`config.mk`:
```
export PLATFORM = sky130hd
export DESIGN_NAME = sts_ctrl
export DESIGN_NICKNAME = d
export VERILOG_FILES = /design/src/sv/sts_pkg.sv /design/src/sv/sts_ctrl.sv
export SDC_FILE = /design/constraint.sdc
export NUM_CORES = 1
export LEC_CHECK = 0
export BUFFER_PORTS_ARGS = -buffer_cell sky130_fd_sc_hd__clkbuf_2
export CORE_AREA = 2 2 39 41
export DETAILED_ROUTE_END_ITERATION = 10
export DIE_AREA = 0 0 41 43
export PLACE_DENSITY = 0.64
export SLEW_MARGIN = 10
export SYNTH_ARGS = -nofsm -noshare
export SYNTH_HDL_FRONTEND = slang
export SYNTH_SLANG_ARGS = --single-unit
```
`constraint.sdc`:
```
create_clock -name clock -period 1.5 [get_ports clock]
set_clock_uncertainty 0.05 [all_clocks]
set_input_delay 0.225 -clock clock [delete_from_list [all_inputs] [get_ports clock]]
set_output_delay 0.225 -clock clock [all_outputs]
set_load 0.01 [all_outputs]
```
`src/sv/sts_pkg.sv`:
```
// Shared types, constants and fixed-point helpers for the stereo tube saturator.
// No dependencies; every other source file uses this package.
package sts_pkg;

   localparam int SAMPLE_BITS_DEF = 24;
   localparam int FRAC = 28;
   localparam int WW = 72;
   localparam int MUL_STEPS = 32;
   localparam int DIV_STEPS = 40;

   typedef logic signed [WW-1:0] wide_type;
   typedef logic signed [31:0] state_type;

   localparam int CSR_IDX_BITS = 3;
   localparam int CSR_DATA_BITS = 18;

   localparam logic [CSR_IDX_BITS-1:0] CSR_INPUT_GAIN = 3'd0;
   localparam logic [CSR_IDX_BITS-1:0] CSR_DRIVE = 3'd1;
   localparam logic [CSR_IDX_BITS-1:0] CSR_BIAS = 3'd2;
   localparam logic [CSR_IDX_BITS-1:0] CSR_EVEN_WEIGHT = 3'd3;
   localparam logic [CSR_IDX_BITS-1:0] CSR_ODD_WEIGHT = 3'd4;
   localparam logic [CSR_IDX_BITS-1:0] CSR_WET_MIX = 3'd5;
   localparam logic [CSR_IDX_BITS-1:0] CSR_OUTPUT_GAIN = 3'd6;
   localparam logic [CSR_IDX_BITS-1:0] CSR_HF_COEFF = 3'd7;

   localparam logic [17:0] RST_INPUT_GAIN = 18'd65536;
   localparam logic [16:0] RST_DRIVE = 17'd19661;
   localparam logic signed [17:0] RST_BIAS = 18'sd13107;
   localparam logic [16:0] RST_EVEN_WEIGHT = 17'd39322;
   localparam logic [16:0] RST_ODD_WEIGHT = 17'd26214;
   localparam logic [16:0] RST_WET_MIX = 17'd32768;
   localparam logic [16:0] RST_OUTPUT_GAIN = 17'd65536;
   localparam logic [15:0] RST_HF_COEFF = 16'd38628;

   localparam wide_type UNITY_Q16 = 72'sd65536;
   localparam wide_type TANH_K27 = 72'sd7247757312;
   localparam wide_type TANH_LIM = 72'sd805306368;
   localparam wide_type DC_COEFF = 72'sd1068373115;
   localparam logic [16:0] LP_DRIVE_MIN = 17'd6553;

   localparam logic [3:0] STEP_U = 4'd0;
   localparam logic [3:0] STEP_DRV = 4'd1;
   localparam logic [3:0] STEP_TSQ = 4'd2;
   localparam logic [3:0] STEP_TNUM = 4'd3;
   localparam logic [3:0] STEP_TDIV = 4'd4;
   localparam logic [3:0] STEP_ODD = 4'd5;
   localparam logic [3:0] STEP_EMUL = 4'd6;
   localparam logic [3:0] STEP_OMUL = 4'd7;
   localparam logic [3:0] STEP_BLEND = 4'd8;
   localparam logic [3:0] STEP_DC = 4'd9;
   localparam logic [3:0] STEP_LP = 4'd10;
   localparam logic [3:0] STEP_MIXD = 4'd11;
   localparam logic [3:0] STEP_MIXW = 4'd12;
   localparam logic [3:0] STEP_OG = 4'd13;

   localparam logic [1:0] TSEL_BIASED = 2'd0;
   localparam logic [1:0] TSEL_BIAS = 2'd1;
   localparam logic [1:0] TSEL_ODD = 2'd2;

   typedef struct packed {
      logic load;
      logic start;
      logic finish;
      logic push;
      logic [3:0] step;
      logic [1:0] tsel;
      logic ch;
   } cmd_type;

   typedef struct packed {
      logic unit_done;
      logic out_free;
   } status_type;

   function automatic wide_type rnd_shift(wide_type v, int k);
      wide_type r;
      if (k == 0) begin
         r = v;
      end else begin
         r = (v + (wide_type'(1) <<< (k - 1))) >>> k;
      end
      return r;
   endfunction

   function automatic wide_type clampw(wide_type v, wide_type lo, wide_type hi);
      wide_type r;
      if (v < lo) begin
         r = lo;
      end else if (v > hi) begin
         r = hi;
      end else begin
         r = v;
      end
      return r;
   endfunction

   function automatic state_type sat32(wide_type v);
      state_type r;
      if (v > 72'sd2147483647) begin
         r = 32'sh7fffffff;
      end else if (v < -72'sd2147483648) begin
         r = 32'sh80000000;
      end else begin
         r = $signed(v[31:0]);
      end
      return r;
   endfunction

   function automatic logic [WW-1:0] absw(wide_type v);
      logic [WW-1:0] r;
      if (v < 0) begin
         r = $unsigned(-v);
      end else begin
         r = $unsigned(v);
      end
      return r;
   endfunction

endpackage

```
`src/sv/sts_ctrl.sv`:
```
// Sequencer: walks the per-channel step list, starts the shared units, pushes words.
// Depends on sts_pkg for step codes and the command/status structs.
module sts_ctrl (
   input  logic clock,
   input  logic reset,
   input  logic req_valid,
   output logic req_ready,
   input  sts_pkg::status_type status,
   output sts_pkg::cmd_type cmd
);
   import sts_pkg::*;

   localparam logic [1:0] ST_IDLE = 2'd0;
   localparam logic [1:0] ST_ISSUE = 2'd1;
   localparam logic [1:0] ST_WAIT = 2'd2;
   localparam logic [1:0] ST_PUSH = 2'd3;

   logic [1:0] state_ff, state_in;
   logic [3:0] step_ff, step_in;
   logic [1:0] tsel_ff, tsel_in;
   logic ch_ff, ch_in;

   always_comb begin
      state_in = state_ff;
      step_in = step_ff;
      tsel_in = tsel_ff;
      ch_in = ch_ff;
      req_ready = 1'b0;
      cmd.load = 1'b0;
      cmd.start = 1'b0;
      cmd.finish = 1'b0;
      cmd.push = 1'b0;
      cmd.step = step_ff;
      cmd.tsel = tsel_ff;
      cmd.ch = ch_ff;
      case (state_ff)
         ST_IDLE: begin
            req_ready = 1'b1;
            if (req_valid) begin
               cmd.load = 1'b1;
               state_in = ST_ISSUE;
               step_in = STEP_U;
               tsel_in = TSEL_BIASED;
               ch_in = 1'b0;
            end
         end
         ST_ISSUE: begin
            cmd.start = 1'b1;
            state_in = ST_WAIT;
         end
         ST_WAIT: begin
            if (status.unit_done) begin
               cmd.finish = 1'b1;
               state_in = ST_ISSUE;
               case (step_ff)
                  STEP_U: step_in = STEP_DRV;
                  STEP_DRV: begin
                     step_in = STEP_TSQ;
                     tsel_in = TSEL_BIASED;
                  end
                  STEP_TSQ: step_in = STEP_TNUM;
                  STEP_TNUM: step_in = STEP_TDIV;
                  STEP_TDIV: begin
                     case (tsel_ff)
                        TSEL_BIASED: begin
                           step_in = STEP_TSQ;
                           tsel_in = TSEL_BIAS;
                        end
                        TSEL_BIAS: step_in = STEP_ODD;
                        default: step_in = STEP_EMUL;
                     endcase
                  end
                  STEP_ODD: begin
                     step_in = STEP_TSQ;
                     tsel_in = TSEL_ODD;
                  end
                  STEP_EMUL: step_in = STEP_OMUL;
                  STEP_OMUL: step_in = STEP_BLEND;
                  STEP_BLEND: step_in = STEP_DC;
                  STEP_DC: step_in = STEP_LP;
                  STEP_LP: step_in = STEP_MIXD;
                  STEP_MIXD: step_in = STEP_MIXW;
                  STEP_MIXW: step_in = STEP_OG;
                  default: begin
                     if (ch_ff) begin
                        state_in = ST_PUSH;
                     end else begin
                        ch_in = 1'b1;
                        step_in = STEP_U;
                     end
                  end
               endcase
            end
         end
         default: begin
            if (status.out_free) begin
               cmd.push = 1'b1;
               state_in = ST_IDLE;
            end
         end
      endcase
   end

   always_ff @(posedge clock) begin
      if (reset) begin
         state_ff <= ST_IDLE;
         step_ff <= STEP_U;
         tsel_ff <= TSEL_BIASED;
         ch_ff <= 1'b0;
      end else begin
         state_ff <= state_in;
         step_ff <= step_in;
         tsel_ff <= tsel_in;
         ch_ff <= ch_in;
      end
   end

`ifndef NO_ASSERTIONS
   a_load_starts_left: assert property (@(posedge clock) disable iff (reset)
      cmd.load |=> (state_ff == ST_ISSUE && step_ff == STEP_U && !ch_ff))
      else $error("accepted word did not start the left channel");
   a_done_in_wait: assert property (@(posedge clock) disable iff (reset)
      status.unit_done |-> state_ff == ST_WAIT)
      else $error("unit finished outside the wait state");
   a_issue_then_wait: assert property (@(posedge clock) disable iff (reset)
      state_ff == ST_ISSUE |=> (state_ff == ST_WAIT && !status.unit_done))
      else $error("unit finished right after start");
`endif

endmodule

```
### Yosys cells after proc, flatten, opt, wreduce, memory -nomap -nowiden

Cells that the tools add are included.

* register bits after elaboration: 9
* bits of input ports: 5

* equality and inequality tests: 21
* multiplexer cells: 29
* reduce and logical (&&, ||, !) cells: 12

Operators by type and width (number)
* $pmux 4 s12: 1
* $eq 4x4->1 const B: 5
* $eq 4x3->1 const B: 4
* $mux 2: 8
* $ne 14x3->1 const B: 1
* $reduce_or 13->1: 1
* $mux 4: 3
* $pmux 2 s3: 2
* $mux 1: 11
* $eq 4x2->1 const B: 2
* $pmux 4 s2: 1
* $reduce_and 4->1: 2
* $ne 2x2->1 const B: 3
* $pmux 3 s2: 1
* $reduce_and 5->1: 1
* $eq 2x1->1 const B: 2
* $eq 4x1->1 const B: 1
* $logic_not 2->1: 2
* $logic_not 4->1: 1
* $ne 4x1->1 const B: 1
* $pmux 2 s2: 1
* $reduce_bool 4->1: 1
* $ne 3x2->1 const B: 1
* $reduce_and 3->1: 1
* other kinds (5): 5

### Longest topological paths before layout

* depth in word-level cells: 5
* gate-level depth with buffers: 5
* depth with buffers taken out: 4

### Worst setup path after synthesis

OpenSTA, ideal clock, no wires.

* path type: reg-to-reg
* from: reg step_ff[1]
* to: reg step_ff[0]
* arrival: 1.192 ns
* setup slack: 0.141 ns
* stages on the path, launching flop included: 6
* clock period less this slack: 1.359 ns
* cells stage by stage: dfxtp_1 buf_6 o2111a_1 a211oi_2 nor2_1 a22o_1

* word-level cells in the longest chain between the ends: 5
* elaborated cells between the ends (all ways): 19
* those cells by class: 13 x eq/ne; 3 x mux; 3 x reduce/logical

RTL lines
* start: declaration: RTL line sts_ctrl.sv:19 `logic [3:0] step_ff, step_in;`
* start signal: assignment: RTL line sts_ctrl.sv:112 `step_ff <= step_in;`
* $eq 4x3->1 or $eq 4x1->1 (tied branches): RTL line sts_ctrl.sv:55 `case (step_ff)`
* $reduce_or 2->1 (no line)
* $pmux 4 s12: RTL line sts_ctrl.sv:55
* $mux 4: RTL line sts_ctrl.sv:52 `if (status.unit_done) begin`
* $pmux 4 s2: RTL line sts_ctrl.sv:36 `case (state_ff)`

Several ways; a longest one is shown, not always the timed one. The select of a mux whose other input is x is not followed.
A chain may end at the register's enable or synchronous reset.

==> impl_results.md <==
- Critical Path Source Type: flop
- Slowest CP cell: dfxtp_2
- Port bufs: 16
- # hold bufs at CTS: 0
- Actual slew at the worst max-slew pin: 0.253 ns
- Clk sink count: 9
- Distinct cell type count of the synthesized netlist: 31
- Vias in the first global route: 469
- Layout cells sized above 1: 34.9%
- Height of the die: 43 um
- Final number of setup-violating endpoints: 0
- Layout net count: 92
- Post-route clock period utilization: 94.1%
- Pwr dens: 776 nW/um2
- RSZ-0062 raised after global routing: false
- Initial antenna violation count: 0
- Crit. End Element: output port
- Setup_tns: 0 ns
- CP peak stage delay: 0.42 ns
- Pwr Total: 0.525 mW
- Initial Util: 39.8%
- CTS tree: yes
- Worst skew pair latency: 0.26 ns
- Core area: 1380 um2
- Avg WL per Cell: 11.8 um
- Worst EP arrival: 1.14 ns
- Final ANT Viol Nets: 0
- RD Place Congestion: 0.720
- Ys flop type: dfxtp_1
- Die area: 1760 um2
- First-pass GRT wire length: 1930 um
- Synthesized net count: 73
- Sequential share of the synthesized area: 32.7%
- Total congestion overflow: 0
- CTS H-tree depth: 1
- Final worst path period need: 1.41 ns
- Asr flop ratio synth: 0%
- Total GRT Usage: 16.1%
- Num CTS Buffers: 3
- Crit path required time: 1.22 ns
- R2R cell count: 4
- Die width: 41 um
- DRT Pass-1 Iters: 4
- Slew headroom: 83.0%
- DR iter-0 viols: 6
- Cell row count: 14
- Via count: 531
- Post-Synthesis Mean Instance Area: 8.10 um2
- Ports: 17
- Synth-to-Final Area Change: 23.0%
- Kind of critical path: reg -> out
- LEAKAGE: 0.294 nW
- Most frequent cells in the layout: clkbuf_2, nor2_1, dfxtp_1, nand2_1
- CP Max Fanout: 9
- Fin. max-slew vios: 0
- Fmax: 708 MHz
- Antenna fix cells: 0
- Commonest non-fill, non-tap cell in the layout: clkbuf_2
- Pin count of the biggest net entering global routing: 13
- Cells after synthesis: 68
- Max Cap Viol: 0
- CP cell instances: nor2b_4, and2_1, clkbuf_2
- Post-synth EDFFs: 0
- Max Buffers Root-to-Sink: 2
- DPL Wire Length: 911 um
- Via/cell ratio: 5.21
- Status: complete, no violations
- WL final: 1200 um
- VDD IR-drop max: 0.585 mV
- YS warnings: 0
- CTS Root Cell: clkbuf_4
- Final hold viol count: 0
- Min-Delay Path Depth: 2
- Flops & latches, synth: 9
- Hold Path Class: in -> reg
- Clock Pin Slew Worst Setup and Hold Paths: 0.06 ns
- Mapped cell area: 551 um2
- DRC Markers: 0
[area by class of cell]
cell class	count	area, um2
multi-input cells	50	327
fillers	147	707
repair buffers	20	110
clock buffers	4	26.3
well taps	16	20.0
flip-flops and latches	9	183
inverters	3	11.3
[Yosys cell counts (2+ instances only)]
cell type	number	area (um2)
and2_1	3	18.8
o21ai_0	2	10.0
a22o_1	2	17.5
dfxtp_1	9	180
buf_4	2	15.0
nor3_1	2	10.0
a21oi_1	3	15.0
o32ai_1	2	17.5
a211oi_1	2	15.0
a31oi_1	2	12.5
inv_1	3	11.3
nand2_1	5	18.8
buf_2	2	10.0
nand2b_1	4	25.0
nor2b_1	2	12.5
nor2_1	8	30.0
[worst max-delay path: cells and delay by family, from the launching register on]
family                 cells  cell delay [ns]
DFF                        1             0.42
buffers and inverters      1             0.12
and+or+nand+nor            2             0.33
[report_power, final]
group	switching, mW	internal [mW]
logic	0.0413	0.0362
clock network	0.0846	0.103
registers	0.0133	0.247
total	0.139	0.386
[final timing paths]
kind | startpoint | slack, ns | endpoint
max | state_ff[1] | 0.09 | cmd[8]
max reg2reg | state_ff[1] | 0.19 | tsel_ff[1]
min | reset | 0.19 | state_ff[0]
min reg2reg | tsel_ff[1] | 0.48 | tsel_ff[1]
[registers in the layout, summed over array words and instances (netlist names)]
register,flops
tsel_ff,2
ch_ff,1
step_ff,4
state_ff,2
[per-stage QoR]
step / std cells / hold WS, ns / instance area (um2) / util [%] / worst slack (ns)
after floorplan: 68 / 0.247 / 551 / - / 0.141
after global placement: 98 / 0.461 / 641 / 46.3 / 0.147
after detailed placement: 98 / 0.471 / 641 / 46.3 / 0.0895
after CTS: 102 / 0.193 / 668 / 48.3 / 0.00332
after global routing: 102 / 0.200 / 677 / 48.9 / 0.0176
final: 102 / 0.193 / 677 / 48.9 / 0.0879
[timing repair]
action | CTS | global route
setup buffers | 0 | 0
setup endpoints to repair | 1 | 1
resized for setup | 1 | 3
hold endpoints to repair | 0 | 0
[kinds of logic after synthesis]
logic type,count (synthesis),synth area share (%)
AOI/OAI and AO/OA,20,27.7
buffers and inverters,9,9.32
DFF,9,32.7
muxes,1,2.50
and+or+nand+nor,29,27.7
[layer usage]
layer | vias up | global-route usage (%) | wire length (um)
li1 | 282 | - | -
met1 | 229 | 21.8 | 573
met2 | 16 | 22.5 | 528
met3 | 4 | 3.14 | 62
met4 | 0 | 10.0 | 36
met5 | - | 0 | 0
No activity file was read; power rests on OpenSTA's default activity.
